**src/design/crt_pkg.sv**
```systemverilog
// crt_pkg: shared types and constants of the color region tracker.
// Used by every module of the block; depends on nothing.

package crt_pkg;

	// Register map, word index (byte address = 4 * index)
	typedef enum logic [2:0] {
		REG_COLOR_SELECT    = 3'd0,
		REG_RED_THRESHOLD   = 3'd1,
		REG_GREEN_THRESHOLD = 3'd2,
		REG_BLUE_THRESHOLD  = 3'd3,
		REG_IMAGE_WIDTH     = 3'd4,
		REG_GRAY_MODE       = 3'd5
	} crt_reg_t;

	// Target channel codes of color_select
	typedef enum logic [1:0] {
		COLOR_RED   = 2'd0,
		COLOR_GREEN = 2'd1,
		COLOR_BLUE  = 2'd2,
		COLOR_NONE  = 2'd3
	} crt_color_t;

	localparam int unsigned APB_ADDR_W = 5;
	localparam int unsigned APB_DATA_W = 32;

	localparam logic [1:0]  RST_COLOR_SELECT = COLOR_RED;
	localparam logic [7:0]  RST_THRESHOLD    = 8'd128;
	localparam logic [15:0] RST_IMAGE_WIDTH  = 16'd640;

	localparam logic [15:0] OFFSET_NONE = 16'hFFFF;
	localparam logic [31:0] COUNT_MAX   = 32'hFFFF_FFFF;

	typedef struct packed {
		logic [1:0]  color_select;
		logic [7:0]  red_threshold;
		logic [7:0]  green_threshold;
		logic [7:0]  blue_threshold;
		logic [15:0] image_width;
		logic        gray_mode;
	} crt_cfg_t;

	typedef struct packed {
		logic [7:0] red;
		logic [7:0] green;
		logic [7:0] blue;
		logic       frame_end;
	} crt_pixel_t;

	typedef struct packed {
		logic               found;
		logic [15:0]        offset;
		logic [15:0]        last_match_row;
		logic [15:0]        widest_end_col;
		logic [15:0]        matching_rows;
		logic [15:0]        widest_count;
		logic [31:0]        pixel_count;
		logic signed [16:0] horiz_mid;
		logic signed [16:0] vert_mid;
	} crt_result_t;

endpackage

```
**src/design/color_region_tracker_unit.sv**
```systemverilog
// color_region_tracker_unit: top level of the color region tracker.
// Depends on crt_pkg, crt_cfg_regs, crt_classify, crt_stats, crt_out_buf.
//
//  channel   | dir | handshake         | content
//  ----------+-----+-------------------+------------------------------------------
//  s_*       | in  | s_tvalid/s_tready | one RGB pixel per beat, tlast = frame end
//  m_*       | out | m_tvalid/m_tready | one statistics beat per frame
//  APB p*    | in  | psel/penable      | six config registers at 4*index
//
// One pixel per clock, sustained apart from the stall below. A pixel is captured
// in the input register and is classified and folded into the statistics as it
// leaves; when a frame-end pixel leaves, the frame's result beat goes into the buffer that drives m_*.
// The pixel side stalls only when a frame-end pixel sits in the input
// register and the two-entry result buffer is full.
// Reset clears all statistics, empties the buffer and loads the register
// defaults (red target, thresholds 128, width 640, gray mode off).

module color_region_tracker_unit (
	input  logic                           clk,
	input  logic                           arst_n,
	// pixel stream
	input  logic                           s_tvalid,
	output logic                           s_tready,
	input  logic [23:0]                    s_tdata,   // red[7:0], green[15:8], blue[23:16]
	input  logic                           s_tlast,   // frame_end
	// result stream
	output logic                           m_tvalid,
	input  logic                           m_tready,
	output logic [151:0]                   m_tdata,   // offset[15:0], last_match_row[31:16],
	                                                  // widest_end_col[47:32],
	                                                  // matching_rows[63:48],
	                                                  // widest_count[79:64],
	                                                  // pixel_count[111:80],
	                                                  // horiz_mid[128:112],
	                                                  // vert_mid[145:129], zero[151:146]
	output logic                           m_tuser,   // found
	// configuration
	input  logic                           psel,
	input  logic                           penable,
	input  logic                           pwrite,
	input  logic [crt_pkg::APB_ADDR_W-1:0] paddr,
	input  logic [crt_pkg::APB_DATA_W-1:0] pwdata,
	output logic [crt_pkg::APB_DATA_W-1:0] prdata,
	output logic                           pready
);

	crt_pkg::crt_cfg_t    cfg;
	crt_pkg::crt_pixel_t  pix_s1;
	logic                 valid_s1;
	logic                 go_s1;      // input register hands its pixel on this cycle
	logic                 s_beat;
	logic                 match;
	logic                 res_push;
	logic                 buf_space;
	crt_pkg::crt_result_t res;
	crt_pkg::crt_result_t out_res;

	crt_cfg_regs u_cfg (
		.clk     (clk),
		.arst_n  (arst_n),
		.psel    (psel),
		.penable (penable),
		.pwrite  (pwrite),
		.paddr   (paddr),
		.pwdata  (pwdata),
		.prdata  (prdata),
		.pready  (pready),
		.cfg     (cfg)
	);

	// Input register. Only a frame-end pixel needs buffer room; ordinary
	// pixels never wait. buf_space is registered, so no path from m_tready.
	assign go_s1    = valid_s1 && (!pix_s1.frame_end || buf_space);
	assign s_tready = !valid_s1 || go_s1;
	assign s_beat   = s_tvalid && s_tready;

	always_ff @(posedge clk or negedge arst_n) begin
		if (!arst_n) begin
			valid_s1 <= 1'b0;
		end else if (s_beat) begin
			valid_s1 <= 1'b1;
		end else if (go_s1) begin
			valid_s1 <= 1'b0;
		end
	end

	always_ff @(posedge clk) begin
		if (s_beat) begin
			pix_s1.red       <= s_tdata[7:0];
			pix_s1.green     <= s_tdata[15:8];
			pix_s1.blue      <= s_tdata[23:16];
			pix_s1.frame_end <= s_tlast;
		end
	end

	crt_classify u_classify (
		.cfg   (cfg),
		.pix   (pix_s1),
		.match (match)
	);

	crt_stats u_stats (
		.clk       (clk),
		.arst_n    (arst_n),
		.cfg       (cfg),
		.fire      (go_s1),
		.match     (match),
		.frame_end (pix_s1.frame_end),
		.res_valid (res_push),
		.res       (res)
	);

	crt_out_buf u_out_buf (
		.clk       (clk),
		.arst_n    (arst_n),
		.push      (res_push),
		.push_data (res),
		.space     (buf_space),
		.ready     (m_tready),
		.valid     (m_tvalid),
		.data      (out_res)
	);

	assign m_tuser = out_res.found;
	assign m_tdata = {6'd0, out_res.vert_mid, out_res.horiz_mid, out_res.pixel_count,
	                  out_res.widest_count, out_res.matching_rows, out_res.widest_end_col,
	                  out_res.last_match_row, out_res.offset};

	// a result is only written when the buffer has room
	a_no_overflow: assert property (@(posedge clk) disable iff (!arst_n)
		res_push |-> buf_space)
		else $error("result written into a full buffer");

	// a stalled pixel stays put in the input register
	a_s1_hold: assert property (@(posedge clk) disable iff (!arst_n)
		(valid_s1 && !go_s1) |=> (valid_s1 && $stable(pix_s1)))
		else $error("input register lost a stalled pixel");

	// an ordinary pixel is never held back
	a_no_row_stall: assert property (@(posedge clk) disable iff (!arst_n)
		(valid_s1 && !pix_s1.frame_end) |-> go_s1)
		else $error("non frame-end pixel stalled");

	// result beats appear only after a frame end was processed
	a_out_cause: assert property (@(posedge clk) disable iff (!arst_n)
		$rose(m_tvalid) |-> $past(res_push))
		else $error("result beat without a frame end");

endmodule

```
**src/design/crt_cfg_regs.sv**
```systemverilog
// crt_cfg_regs: APB-style configuration register file.
// Depends on crt_pkg.

module crt_cfg_regs (
	input  logic                              clk,
	input  logic                              arst_n,
	input  logic                              psel,
	input  logic                              penable,
	input  logic                              pwrite,
	input  logic [crt_pkg::APB_ADDR_W-1:0]    paddr,
	input  logic [crt_pkg::APB_DATA_W-1:0]    pwdata,
	output logic [crt_pkg::APB_DATA_W-1:0]    prdata,
	output logic                              pready,
	output crt_pkg::crt_cfg_t                 cfg
);

	crt_pkg::crt_cfg_t cfg_q;
	crt_pkg::crt_reg_t reg_idx;
	logic              wr_en;

	assign pready  = 1'b1;
	assign reg_idx = crt_pkg::crt_reg_t'(paddr[crt_pkg::APB_ADDR_W-1:2]);
	assign wr_en   = psel && penable && pwrite && pready;
	assign cfg     = cfg_q;

	always_ff @(posedge clk or negedge arst_n) begin
		if (!arst_n) begin
			cfg_q.color_select    <= crt_pkg::RST_COLOR_SELECT;
			cfg_q.red_threshold   <= crt_pkg::RST_THRESHOLD;
			cfg_q.green_threshold <= crt_pkg::RST_THRESHOLD;
			cfg_q.blue_threshold  <= crt_pkg::RST_THRESHOLD;
			cfg_q.image_width     <= crt_pkg::RST_IMAGE_WIDTH;
			cfg_q.gray_mode       <= 1'b0;
		end else if (wr_en) begin
			unique case (reg_idx)
				crt_pkg::REG_COLOR_SELECT:    cfg_q.color_select    <= pwdata[1:0];
				crt_pkg::REG_RED_THRESHOLD:   cfg_q.red_threshold   <= pwdata[7:0];
				crt_pkg::REG_GREEN_THRESHOLD: cfg_q.green_threshold <= pwdata[7:0];
				crt_pkg::REG_BLUE_THRESHOLD:  cfg_q.blue_threshold  <= pwdata[7:0];
				crt_pkg::REG_IMAGE_WIDTH:     cfg_q.image_width     <= pwdata[15:0];
				crt_pkg::REG_GRAY_MODE:       cfg_q.gray_mode       <= pwdata[0];
				default: ;
			endcase
		end
	end

	always_comb begin
		unique case (reg_idx)
			crt_pkg::REG_COLOR_SELECT:    prdata = {30'd0, cfg_q.color_select};
			crt_pkg::REG_RED_THRESHOLD:   prdata = {24'd0, cfg_q.red_threshold};
			crt_pkg::REG_GREEN_THRESHOLD: prdata = {24'd0, cfg_q.green_threshold};
			crt_pkg::REG_BLUE_THRESHOLD:  prdata = {24'd0, cfg_q.blue_threshold};
			crt_pkg::REG_IMAGE_WIDTH:     prdata = {16'd0, cfg_q.image_width};
			crt_pkg::REG_GRAY_MODE:       prdata = {31'd0, cfg_q.gray_mode};
			default:                      prdata = '0;
		endcase
	end

endmodule

```
**src/design/crt_classify.sv**
```systemverilog
// crt_classify: per-pixel threshold test against the selected channel.
// Depends on crt_pkg.

module crt_classify (
	input  crt_pkg::crt_cfg_t   cfg,
	input  crt_pkg::crt_pixel_t pix,
	output logic                match
);

	logic [7:0] g, b;
	logic       r_hi, r_lo, g_hi, g_lo, b_hi, b_lo;

	// gray mode: red sample stands in for all three channels
	assign g = cfg.gray_mode ? pix.red : pix.green;
	assign b = cfg.gray_mode ? pix.red : pix.blue;

	assign r_hi = pix.red > cfg.red_threshold;
	assign r_lo = pix.red < cfg.red_threshold;
	assign g_hi = g > cfg.green_threshold;
	assign g_lo = g < cfg.green_threshold;
	assign b_hi = b > cfg.blue_threshold;
	assign b_lo = b < cfg.blue_threshold;

	always_comb begin
		unique case (crt_pkg::crt_color_t'(cfg.color_select))
			crt_pkg::COLOR_RED:   match = r_hi && g_lo && b_lo;
			crt_pkg::COLOR_GREEN: match = r_lo && g_hi && b_lo;
			crt_pkg::COLOR_BLUE:  match = r_lo && g_lo && b_hi;
			default:              match = 1'b0;
		endcase
	end

endmodule

```
**src/design/crt_stats.sv**
```systemverilog
// crt_stats: row and frame statistics, result computation at frame end.
// Depends on crt_pkg.

module crt_stats (
	input  logic                clk,
	input  logic                arst_n,
	input  crt_pkg::crt_cfg_t   cfg,
	input  logic                fire,
	input  logic                match,
	input  logic                frame_end,
	output logic                res_valid,
	output crt_pkg::crt_result_t res
);

	logic [15:0] col_q, row_idx_q, row_cnt_q, row_col_q;
	logic        row_hit_q;
	logic [31:0] total_q;
	logic [15:0] rows_q, last_row_q, best_cnt_q, best_col_q;

	logic [15:0] row_cnt_n, row_col_n;
	logic        row_hit_n;
	logic [31:0] total_n;
	logic [15:0] rows_n, last_row_n, best_cnt_n, best_col_n;
	logic        row_end;
	logic [15:0] last_col;
	logic [16:0] hmid, vmid;

	assign last_col = cfg.image_width - 16'd1;
	assign row_end  = (col_q == last_col) || frame_end;

	always_comb begin
		row_cnt_n  = match ? row_cnt_q + 16'd1 : row_cnt_q;
		row_col_n  = match ? col_q : row_col_q;
		row_hit_n  = row_hit_q || match;
		total_n    = (match && total_q != crt_pkg::COUNT_MAX) ? total_q + 32'd1 : total_q;
		rows_n     = rows_q;
		last_row_n = last_row_q;
		best_cnt_n = best_cnt_q;
		best_col_n = best_col_q;
		if (row_end && row_hit_n) begin
			rows_n     = rows_q + 16'd1;
			last_row_n = row_idx_q;
			// strict compare keeps the first widest row
			if (row_cnt_n > best_cnt_q) begin
				best_cnt_n = row_cnt_n;
				best_col_n = row_col_n;
			end
		end
	end

	assign hmid = {1'b0, best_col_n} - {2'b00, best_cnt_n[15:1]};
	assign vmid = {1'b0, last_row_n} - {2'b00, rows_n[15:1]};

	assign res_valid          = fire && frame_end;
	assign res.found          = total_n != 32'd0;
	assign res.offset         = res.found ? cfg.image_width - hmid[15:0] : crt_pkg::OFFSET_NONE;
	assign res.last_match_row = last_row_n;
	assign res.widest_end_col = best_col_n;
	assign res.matching_rows  = rows_n;
	assign res.widest_count   = best_cnt_n;
	assign res.pixel_count    = total_n;
	assign res.horiz_mid      = hmid;
	assign res.vert_mid       = vmid;

	always_ff @(posedge clk or negedge arst_n) begin
		if (!arst_n) begin
			col_q      <= '0;
			row_idx_q  <= '0;
			row_cnt_q  <= '0;
			row_col_q  <= '0;
			row_hit_q  <= 1'b0;
			total_q    <= '0;
			rows_q     <= '0;
			last_row_q <= '0;
			best_cnt_q <= '0;
			best_col_q <= '0;
		end else if (fire) begin
			if (frame_end) begin
				col_q      <= '0;
				row_idx_q  <= '0;
				row_cnt_q  <= '0;
				row_col_q  <= '0;
				row_hit_q  <= 1'b0;
				total_q    <= '0;
				rows_q     <= '0;
				last_row_q <= '0;
				best_cnt_q <= '0;
				best_col_q <= '0;
			end else begin
				total_q    <= total_n;
				rows_q     <= rows_n;
				last_row_q <= last_row_n;
				best_cnt_q <= best_cnt_n;
				best_col_q <= best_col_n;
				if (row_end) begin
					col_q     <= '0;
					row_idx_q <= row_idx_q + 16'd1;
					row_cnt_q <= '0;
					row_col_q <= '0;
					row_hit_q <= 1'b0;
				end else begin
					col_q     <= col_q + 16'd1;
					row_cnt_q <= row_cnt_n;
					row_col_q <= row_col_n;
					row_hit_q <= row_hit_n;
				end
			end
		end
	end

endmodule

```
**src/design/crt_out_buf.sv**
```systemverilog
// crt_out_buf: two-entry result buffer driving the master stream side.
// Depends on crt_pkg.

module crt_out_buf (
	input  logic                 clk,
	input  logic                 arst_n,
	input  logic                 push,
	input  crt_pkg::crt_result_t push_data,
	output logic                 space,
	input  logic                 ready,
	output logic                 valid,
	output crt_pkg::crt_result_t data
);

	crt_pkg::crt_result_t mem_q [2];
	logic                 wr_ptr_q, rd_ptr_q;
	logic [1:0]           count_q;
	logic                 pop;

	assign valid = count_q != 2'd0;
	assign space = count_q != 2'd2;
	assign pop   = valid && ready;
	assign data  = mem_q[rd_ptr_q];

	always_ff @(posedge clk) begin
		if (push) begin
			mem_q[wr_ptr_q] <= push_data;
		end
	end

	always_ff @(posedge clk or negedge arst_n) begin
		if (!arst_n) begin
			wr_ptr_q <= 1'b0;
			rd_ptr_q <= 1'b0;
			count_q  <= 2'd0;
		end else begin
			if (push) begin
				wr_ptr_q <= ~wr_ptr_q;
			end
			if (pop) begin
				rd_ptr_q <= ~rd_ptr_q;
			end
			// push and pop together leave the count as it is
			if (push && !pop) begin
				count_q <= count_q + 2'd1;
			end else if (pop && !push) begin
				count_q <= count_q - 2'd1;
			end
		end
	end

endmodule

```
**config.mk**
```make
export PLATFORM = sky130hd
export DESIGN_NAME = color_region_tracker_unit
export DESIGN_NICKNAME = d
export VERILOG_FILES = /design/src/design/crt_pkg.sv /design/src/design/color_region_tracker_unit.sv /design/src/design/crt_cfg_regs.sv /design/src/design/crt_classify.sv /design/src/design/crt_stats.sv /design/src/design/crt_out_buf.sv
export SDC_FILE = /design/constraint.sdc
export NUM_CORES = 1
export LEC_CHECK = 0
export BUFFER_PORTS_ARGS = -buffer_cell sky130_fd_sc_hd__buf_4
export CAP_MARGIN = 20
export CORE_ASPECT_RATIO = 1.2
export CORE_MARGIN = 10
export CORE_UTILIZATION = 60
export CTS_BUF_LIST = sky130_fd_sc_hd__clkbuf_4 sky130_fd_sc_hd__clkbuf_8
export DETAILED_ROUTE_END_ITERATION = 7
export GPL_TIMING_DRIVEN = 0
export HOLD_SLACK_MARGIN = 0.06
export PLACE_DENSITY = 0.83
export SETUP_SLACK_MARGIN = 0.15
export SLEW_MARGIN = 20
export SYNTH_ARGS = -nofsm -noshare
export SYNTH_HDL_FRONTEND = slang
export SYNTH_SLANG_ARGS = --single-unit
```
**constraint.sdc**
```tcl
create_clock -name clk -period 13.65 [get_ports clk]
set_input_delay 3.4125 -clock clk [delete_from_list [all_inputs] [get_ports clk]]
set_output_delay 3.4125 -clock clk [all_outputs]
set_load 0.02 [all_outputs]
```
==> results of run 1 <==
[state kept, by name, summed over array words and instances, names as in the netlist, 25 cells and up]
| name | flops |
|---|---|
| u_cfg.cfg | 43 |
| pix_s1 | 25 |
| u_stats.total_q | 32 |
| u_out_buf.mem_q | 294 |
[cell usage after synthesis, types with 55 or more instances]
cell and instances:
ha_1 79, o21ai_0 145, clkbuf_1 91, a22o_1 55, mux2_2 188, xnor2_1 73
nand2_1 222, a21oi_1 65, nor2_1 120, inv_1 155, xor2_1 89, dfrtp_1 204
edfxtp_1 319
[metrics by stage]
| step | setup WS (ps) | std cells | cell area [um2] | util |
|---|---|---|---|---|
| finish | 1070 | 3287 | 31300 | 0.711 |
| global route | 253 | 3286 | 31300 | 0.711 |
| CTS | 630 | 3286 | 31300 | 0.711 |
| detailed placement | 661 | 3133 | 29500 | 0.670 |
| global placement | 885 | 3121 | 29200 | 0.663 |
| floorplan | 3810 | 2348 | 26900 | - |
[worst paths after layout]
path	cells past startpoint	to	from	slack, ps
setup reg to reg	45	u_out_buf.mem_q[1][144]	u_cfg.cfg[0]	1070
setup / recovery	45	u_out_buf.mem_q[1][144]	u_cfg.cfg[0]	1070
hold reg to reg	2	u_stats.last_row_q[0]	u_stats.last_row_q[0]	490
min in group asynchronous	1	u_stats.best_col_q[4]	arst_n	2600
max in group asynchronous	2	u_stats.row_idx_q[15]	arst_n	10280
hold / removal	2	u_stats.last_row_q[0]	u_stats.last_row_q[0]	490
[report_power, final]
group	internal, uW	switching, uW
clock	797	638
sequential	2020	91.0
combinational	939	1490
[cells by family (layout without fill, tap and decap cells)]
| logic type | count (synthesis) | after routing |
|---|---|---|
| adders and majority gates | 89 | 89 |
| muxes | 223 | 223 |
| AOI/OAI and AO/OA | 431 | 431 |
| xor gates and xnor gates | 162 | 162 |
| other | 2 | 24 |
| buffers and inverters | 291 | 670 |
| and+or+nand+nor | 601 | 601 |
| DFF | 528 | 528 |
[cell type report]
type,count,area [um2],area share
multi-input cells,1529,10900,0.349
flip-flops and latches,528,14800,0.473
well taps,559,699,0.0223
plain buffers,134,608,0.0194
clock inverters,35,283,0.00903
diodes,1,2.50,0.0000799
inverters,157,589,0.0188
repair buffers,226,1890,0.0605
clock buffers,118,1520,0.0484
[worst max-delay path: cells and delay by family (launching register included)]
family | cells | cell delay (ps)
simple gates | 7 | 1710
fa+ha+maj | 5 | 1360
buf+inv | 9 | 2560
compound gates | 21 | 5270
mux | 2 | 680
xor+xnor | 1 | 390
flops | 1 | 320
[per-layer routing]
metal,vias to the layer above,wire [um],GRT usage
met3,206,5020,0.0468
met1,9686,26400,0.299
met2,825,37100,0.463
met4,0,3990,0.156
li1,9011,-,-
met5,-,0,0
==> results.json, run 1 <==
{
  "synth_top_family_by_area": "simple AND/OR/NAND/NOR gates",
  "cts_buffer_depth": 3,
  "grt-ovfl-total": 0,
  "final_common_cell": "edfxtp_1",
  "critPathSlowestCell": "a2111oi_2",
  "clkLatencyLatePin_ps": 690,
  "fin_crit_sh": 0.922,
  "yosys-mux-area-fraction": 0.0931,
  "maxCapViolations": 0,
  "drt-initial-drc-count": 1540,
  "die_x_um": 213,
  "power_uw": 5970,
  "synth.cell_area_mm2": 0.0268,
  "syn2layout_area_growth_pct": 16.8,
  "post-route-drc-count": 0,
  "drive_above_1_share": 0.236,
  "worstMarginPinSlew_ps": 1050,
  "p_per_area_mw_per_mm2": 191,
  "num_rows": 84,
  "yosys_warnings": 0,
  "crit_type": "flop to flop",
  "synth-edff-count": 319,
  "critPathLaunchType": "flop",
  "grt_antenna_before_repair": 0,
  "rsz0062_at_grt": "false",
  "routed-via-count": 19700,
  "synth_simple_gate_area_frac": 0.108,
  "skew_ps": 38.8,
  "drtPass1Iterations": 8,
  "outcome": "finished, final reports clean",
  "gp_congestion": 0.955,
  "synth_area_leaders": "edfxtp_1 36%, dfrtp_1 19%, mux2_2 7.9%",
  "synth_ff_type": "edfxtp_1",
  "synth_cell_types": 91,
  "holdWs_ps": 485,
  "wl_per_cell_um": 22.0,
  "avgViaCountPerCell": 6.00,
  "synth_compound_area_frac": 0.108,
  "final_cell_mix": "319 x edfxtp_1, 238 x buf_4, 222 x nand2_1",
  "endpoint_kind": "flop",
  "max_freq_ghz": 0.0795,
  "avgSynthCellArea_um2": 11.5,
  "core-area_mm2": 0.0440,
  "slew_violations": 0,
  "root_buffer": "clkbuf_8",
  "fillers": 2985,
  "syn_inst": 2327,
  "setup_viol": 0,
  "vdd_drop_max_uv": 105,
  "cts_setup_buffers": 0,
  "hold_viol": 0,
  "fin_nets": 2808,
  "worst_path_most_repeated_cell": "ha_1",
  "wirelength_mm": 72.5,
  "synthAdderAreaFrac": 0.0415,
  "critPathMaxStageDelay_ps": 550,
  "dieArea_mm2": 0.0536,
  "yosys.area.top_type": "edfxtp_1",
  "async_reset_ff_frac": 0.396,
  "grt_max_degree": 96,
  "track_usage": 0.265,
  "yosysSeqAreaShare": 0.552,
  "hpwl_mm": 54.3,
  "port_buffers": 214,
  "io_pins": 257,
  "hp-class": "flop to flop",
  "worst_ep_required_time_ps": 14060,
  "leakage_uw": 0.0134,
  "synth_xor_area_frac": 0.0529,
  "start_util": 0.609,
  "numCtsBuffers": 82,
  "crit_fanout": 10,
  "hold_buffers": 0,
  "tritoncts": "built",
  "ys_ff_latch": 528,
  "slew_headroom": 0.301,
  "netlist.area_leader.share": 0.357,
  "fp.dieH_um": 252,
  "clk_pin_slew_ps": 60,
  "grt_pass1_wl_mm": 111,
  "cts.htree.levels": 3,
  "cts.repair.resized": 0,
  "grt_pass1_vias": 20100,
  "crit_arrival_ps": 12980,
  "finalSetupTns_ps": 0,
  "postRouteAntennaNets": 0,
  "post-route-min-period_ps": 12580,
  "cts.sinks": 528
}
No activity file was read; power rests on OpenSTA's default activity.
==> run 2: changes to the inputs <==
--- a/config.mk
+++ b/config.mk
@@ -5,16 +5,16 @@
 export SDC_FILE = /design/constraint.sdc
 export NUM_CORES = 1
 export LEC_CHECK = 0
-export BUFFER_PORTS_ARGS = -buffer_cell sky130_fd_sc_hd__buf_4
+export BUFFER_PORTS_ARGS = -buffer_cell sky130_fd_sc_hd__buf_2
 export CAP_MARGIN = 20
 export CORE_ASPECT_RATIO = 1.2
 export CORE_MARGIN = 10
-export CORE_UTILIZATION = 60
+export CORE_UTILIZATION = 55
 export CTS_BUF_LIST = sky130_fd_sc_hd__clkbuf_4 sky130_fd_sc_hd__clkbuf_8
 export DETAILED_ROUTE_END_ITERATION = 7
 export GPL_TIMING_DRIVEN = 0
 export HOLD_SLACK_MARGIN = 0.06
-export PLACE_DENSITY = 0.83
+export PLACE_DENSITY = 0.77
 export SETUP_SLACK_MARGIN = 0.15
 export SLEW_MARGIN = 20
 export SYNTH_ARGS = -nofsm -noshare
==> results.json, run 2 (synthesized netlist as in run 1, its figures left out) <==
{
  "grt_antenna_before_repair": 0,
  "fin_nets": 2808,
  "dieArea_mm2": 0.0581,
  "fin_crit_sh": 0.928,
  "grt_pass1_wl_mm": 110,
  "die_x_um": 222,
  "cts.htree.levels": 3,
  "gr-usage-met2": 0.423,
  "io_pins": 257,
  "slew_headroom": 0.280,
  "finalInstanceArea_mm2": 0.0309,
  "clkPwrFrac": 0.246,
  "clkLatencyLatePin_ps": 700,
  "crit_type": "flop to flop",
  "grt_max_degree": 88,
  "tritoncts": "built",
  "gp_congestion": 0.912,
  "holdWs_ps": 490,
  "p_per_area_mw_per_mm2": 190,
  "worst_path_most_repeated_cell": "ha_1",
  "endpoint_kind": "flop",
  "grt_pass1_vias": 20000,
  "diodes": 0,
  "cts.sinks": 528,
  "intPower_uw": 3670,
  "crit_start": "u_cfg.cfg[0]",
  "crit_fanout": 10,
  "num_rows": 88,
  "multi_input_area_mm2": 0.0109,
  "routed-via-count": 19400,
  "start_util": 0.556,
  "post-route-drc-count": 0,
  "hp-class": "flop to flop",
  "hold_viol": 0,
  "cts_buffer_depth": 3,
  "vdd_drop_max_uv": 95.9,
  "drtPass1Iterations": 6,
  "critPathLaunchType": "flop",
  "crit_arrival_ps": 13060,
  "track_usage": 0.239,
  "root_buffer": "clkbuf_8",
  "largest_register_ffs": 294,
  "wl_per_cell_um": 21.2,
  "outcome": "finished, final reports clean",
  "port_buffers": 214,
  "grtUsageMet3": 0.0430,
  "syn2layout_area_growth_pct": 15.2,
  "fp.dieH_um": 262,
  "rsz0062_at_grt": "false",
  "worst_ep_required_time_ps": 14050,
  "seqPwrFrac": 0.358,
  "skew_ps": 43.4,
  "maxCapViolations": 0,
  "busiest_layer": "met2",
  "hpwl_mm": 53.5,
  "numCtsBuffers": 82,
  "wirelength_mm": 71.1,
  "finalSetupTns_ps": 0,
  "grt-ovfl-total": 0,
  "worstHoldStart": "u_stats.best_col_q[0]",
  "hold_buffers": 0,
  "final_common_cell": "edfxtp_1",
  "slew_violations": 0,
  "worstMarginPinSlew_ps": 1080,
  "power.switching_uw": 2210,
  "top_register": "u_out_buf.mem_q",
  "dpl-instance-area_mm2": 0.0291,
  "gr-usage-met1": 0.270,
  "leakage_uw": 0.0133,
  "r2r-start": "u_cfg.cfg[0]",
  "fillers": 3725,
  "swShare": 0.376,
  "max_freq_ghz": 0.0790,
  "core-area_mm2": 0.0482,
  "postRouteAntennaNets": 0,
  "critPathSlowestCell": "a2111oi_2",
  "seqCellArea_mm2": 0.0148,
  "setup_viol": 0,
  "clk_pin_slew_ps": 60,
  "post-route-min-period_ps": 12670,
  "final_cell_mix": "319 x edfxtp_1, 222 x nand2_1, 219 x buf_2",
  "power_frac_comb": 0.396,
  "avgViaCountPerCell": 5.79,
  "drt-initial-drc-count": 1494,
  "critPathMaxStageDelay_ps": 540,
  "drive_above_1_share": 0.234
}
## run 2: power by group through the flow
stage / logic, uW / clock network, uW / registers (uW)
3_3_place_gp: 2220 / 0 / 2170
3_5_place_dp: 2310 / 0 / 2140
4_1_cts: 2330 / 1470 / 2110
6_report: 2330 / 1450 / 2110
5_1_grt: 2500 / 1540 / 2130
2_1_floorplan: 1570 / 0 / 2130
## run 2: worst paths after layout
| check | endpoint | slack [ps] | cells after the start |
|---|---|---|---|
| setup / recovery | u_out_buf.mem_q[0][144] | 980 | 45 |
| hold / removal | u_stats.best_col_q[0] | 490 | 2 |
| setup reg to reg | u_out_buf.mem_q[0][144] | 980 | 45 |
| hold reg to reg | u_stats.best_col_q[0] | 490 | 2 |
| max in group asynchronous | u_out_buf.rd_ptr_q | 9790 | 3 |
| min in group asynchronous | u_cfg.cfg[2] | 2620 | 1 |
## run 2: repair_timing
| action | CTS | global route |
|---|---|---|
| resized for setup | 0 | 4 |
| setup buffers | 0 | 0 |
| endpoints found under the hold margin | 0 | 0 |
| setup endpoints to repair | 0 | 6 |
## run 2: layout make-up
cell class	count	area share
Buffer	134	0.0196
Clock buffer	120	0.0478
Clock inverter	32	0.0102
Inverter	157	0.0191
Multi-Input combinational cell	1529	0.354
Sequential cell	528	0.479
Tap cell	630	0.0255
Timing Repair Buffer	226	0.0447
## run 2: worst max-delay path: cells and delay by family, from the launching register on
kind | cells | cell delay (ps)
AOI/OAI and AO/OA | 20 | 4930
buffers and inverters | 9 | 2890
and+or+nand+nor | 8 | 1820
adders and majority gates | 5 | 1350
muxes | 2 | 710
DFF | 1 | 320
xor gates and xnor gates | 1 | 320
## run 2: per-layer routing
metal	share of wire	up-vias	wire, um
li1	-	9016	-
met1	0.38	9514	26900
met2	0.51	726	36300
met3	0.062	181	4400
met4	0.050	0	3540
met5	0	-	0
## run 2: stage by stage
| step | instances | total power (uW) | setup slack (ps) | utilization |
|---|---|---|---|---|
| after CTS | 3356 | 5900 | 620 | 0.640 |
| after detailed placement | 3204 | 4450 | 682 | 0.603 |
| after global routing | 3356 | 6160 | 159 | 0.641 |
| final | 3356 | 5890 | 984 | 0.641 |
| after floorplan | 2348 | 3700 | 3810 | - |
| after global placement | 3192 | 4390 | 928 | 0.597 |
==> run 3: changes to the inputs <==
==> constraint.sdc (replaced) <==
create_clock -name clk -period 14.75 [get_ports clk]
set_input_delay 3.6875 -clock clk [delete_from_list [all_inputs] [get_ports clk]]
set_output_delay 3.6875 -clock clk [all_outputs]
set_load 0.02 [all_outputs]
==> results.json, run 3 (synthesized netlist as in run 1, its figures left out) <==
{
  "port_buffers": 214,
  "post-place-ws_ps": 1780,
  "skew_ps": 41.4,
  "crit_fanout": 10,
  "grt_pass1_vias": 20000,
  "fin_crit_sh": 0.896,
  "grt_max_degree": 88,
  "root_buffer": "clkbuf_8",
  "wl_met2_mm": 36.3,
  "drtPass1Iterations": 7,
  "clk_pin_slew_ps": 60,
  "finalInstanceArea_mm2": 0.0309,
  "numCtsBuffers": 82,
  "core-area_mm2": 0.0482,
  "hp-class": "flop to flop",
  "slew_headroom": 0.281,
  "cts_buffer_depth": 3,
  "io_pins": 257,
  "grt_pass1_wl_mm": 110,
  "outcome": "finished, final reports clean",
  "post-route-min-period_ps": 13220,
  "r2r-start": "u_cfg.cfg[0]",
  "postRouteAntennaNets": 0,
  "worstHoldStart": "u_stats.best_col_q[0]",
  "cts.sinks": 528,
  "cts.htree.levels": 3,
  "crit_type": "flop to flop",
  "power_uw": 5450,
  "tritoncts": "built",
  "worstMarginPinSlew_ps": 1080,
  "rsz0062_at_grt": "false",
  "drive_above_1_share": 0.233,
  "slew_violations": 0,
  "dpl-instance-area_mm2": 0.0291,
  "max_freq_ghz": 0.0756,
  "final_common_cell": "edfxtp_1",
  "leakage_uw": 0.0132,
  "critPathMaxStageDelay_ps": 750,
  "dieArea_mm2": 0.0581,
  "critPathSlowestCell": "a221oi_1",
  "crit_start": "u_cfg.cfg[0]",
  "largest_register_ffs": 294,
  "met3_length_mm": 4.29,
  "cts.repair.resized": 0,
  "crit_family": "compound AO/OA/AOI/OAI gates",
  "endpoint_kind": "flop",
  "crit_arrival_ps": 13620,
  "crit_buf_inv": 9,
  "cts_setup_buffers": 0,
  "fp.dieH_um": 262,
  "wirelength_mm": 71.0,
  "vdd_drop_max_uv": 88.5,
  "seqCellArea_mm2": 0.0148,
  "drt-initial-drc-count": 1491,
  "hold_buffers": 0,
  "met1_length_mm": 26.9,
  "setup_viol": 0,
  "die_x_um": 222,
  "clkLatencyLatePin_ps": 700,
  "critPathLaunchType": "flop",
  "timing.final.ws_setup_ps": 1530,
  "track_usage": 0.239,
  "fin_nets": 2808,
  "diodes": 0,
  "maxCapViolations": 0,
  "hold_viol": 0,
  "finalSetupTns_ps": 0,
  "gp_congestion": 0.912,
  "start_util": 0.556,
  "wl_per_cell_um": 21.2,
  "utilization": 0.640,
  "routed-via-count": 19400,
  "syn2layout_area_growth_pct": 15.1,
  "post-route-drc-count": 0,
  "grt-ovfl-total": 0,
  "num_rows": 88,
  "grt_antenna_before_repair": 0,
  "multi_input_area_mm2": 0.0109,
  "fillers": 3726,
  "top_layer_used": "met4",
  "hpwl_mm": 53.5,
  "top_register": "u_out_buf.mem_q",
  "final_cell_mix": "319 x edfxtp_1, 222 x nand2_1, 219 x buf_2",
  "worst_ep_required_time_ps": 15150,
  "avgViaCountPerCell": 5.79,
  "p_per_area_mw_per_mm2": 176
}
[run 3: cell counts in the layout (fill, tap and decap cells not counted)]
Identical to the previous run, type by type.
[run 3: layout make-up]
type / count / share of cell area
flip-flops and latches: 528 / 0.480
plain buffers: 134 / 0.0196
multi-input cells: 1529 / 0.353
repair buffers: 226 / 0.0447
clock buffers: 120 / 0.0478
inverters: 157 / 0.0191
well taps: 630 / 0.0255
clock inverters: 32 / 0.0102
[run 3: final timing paths]
check | endpoint | slack, ps | cells after the start
worst max-delay path | u_out_buf.mem_q[0][144] | 1530 | 46
worst min-delay path | u_stats.best_col_q[0] | 500 | 2
worst max register to register | u_out_buf.mem_q[0][144] | 1530 | 46
worst min register to register | u_stats.best_col_q[0] | 500 | 2
max in group asynchronous | u_out_buf.rd_ptr_q | 10630 | 3
min in group asynchronous | u_cfg.cfg[2] | 2890 | 1
[run 3: metrics by stage]
stage	hold slack, ps	instances
finish	497	3356
CTS	496	3356
detailed placement	476	3204
floorplan	446	2348
global route	506	3356
global placement	464	3192
[run 3: per-layer routing]
metal	track usage	vias to the layer above
met5	0	-
met4	0.135	0
met3	0.0430	167
met2	0.423	727
met1	0.270	9509
li1	-	9013
[run 3: power by group]
part / total [uW] / leakage (uW) / internal [uW] / switching (uW)
clock network: 1340 / 0.000946 / 752 / 587
registers: 1950 / 0.00588 / 1870 / 82.2
logic: 2150 / 0.00643 / 778 / 1380
[run 3: worst min-delay path, cell delays in order, from the launching register on]
cell and delay (ps):
dfrtp_1 350, nand2_1 50, o21ai_0 60
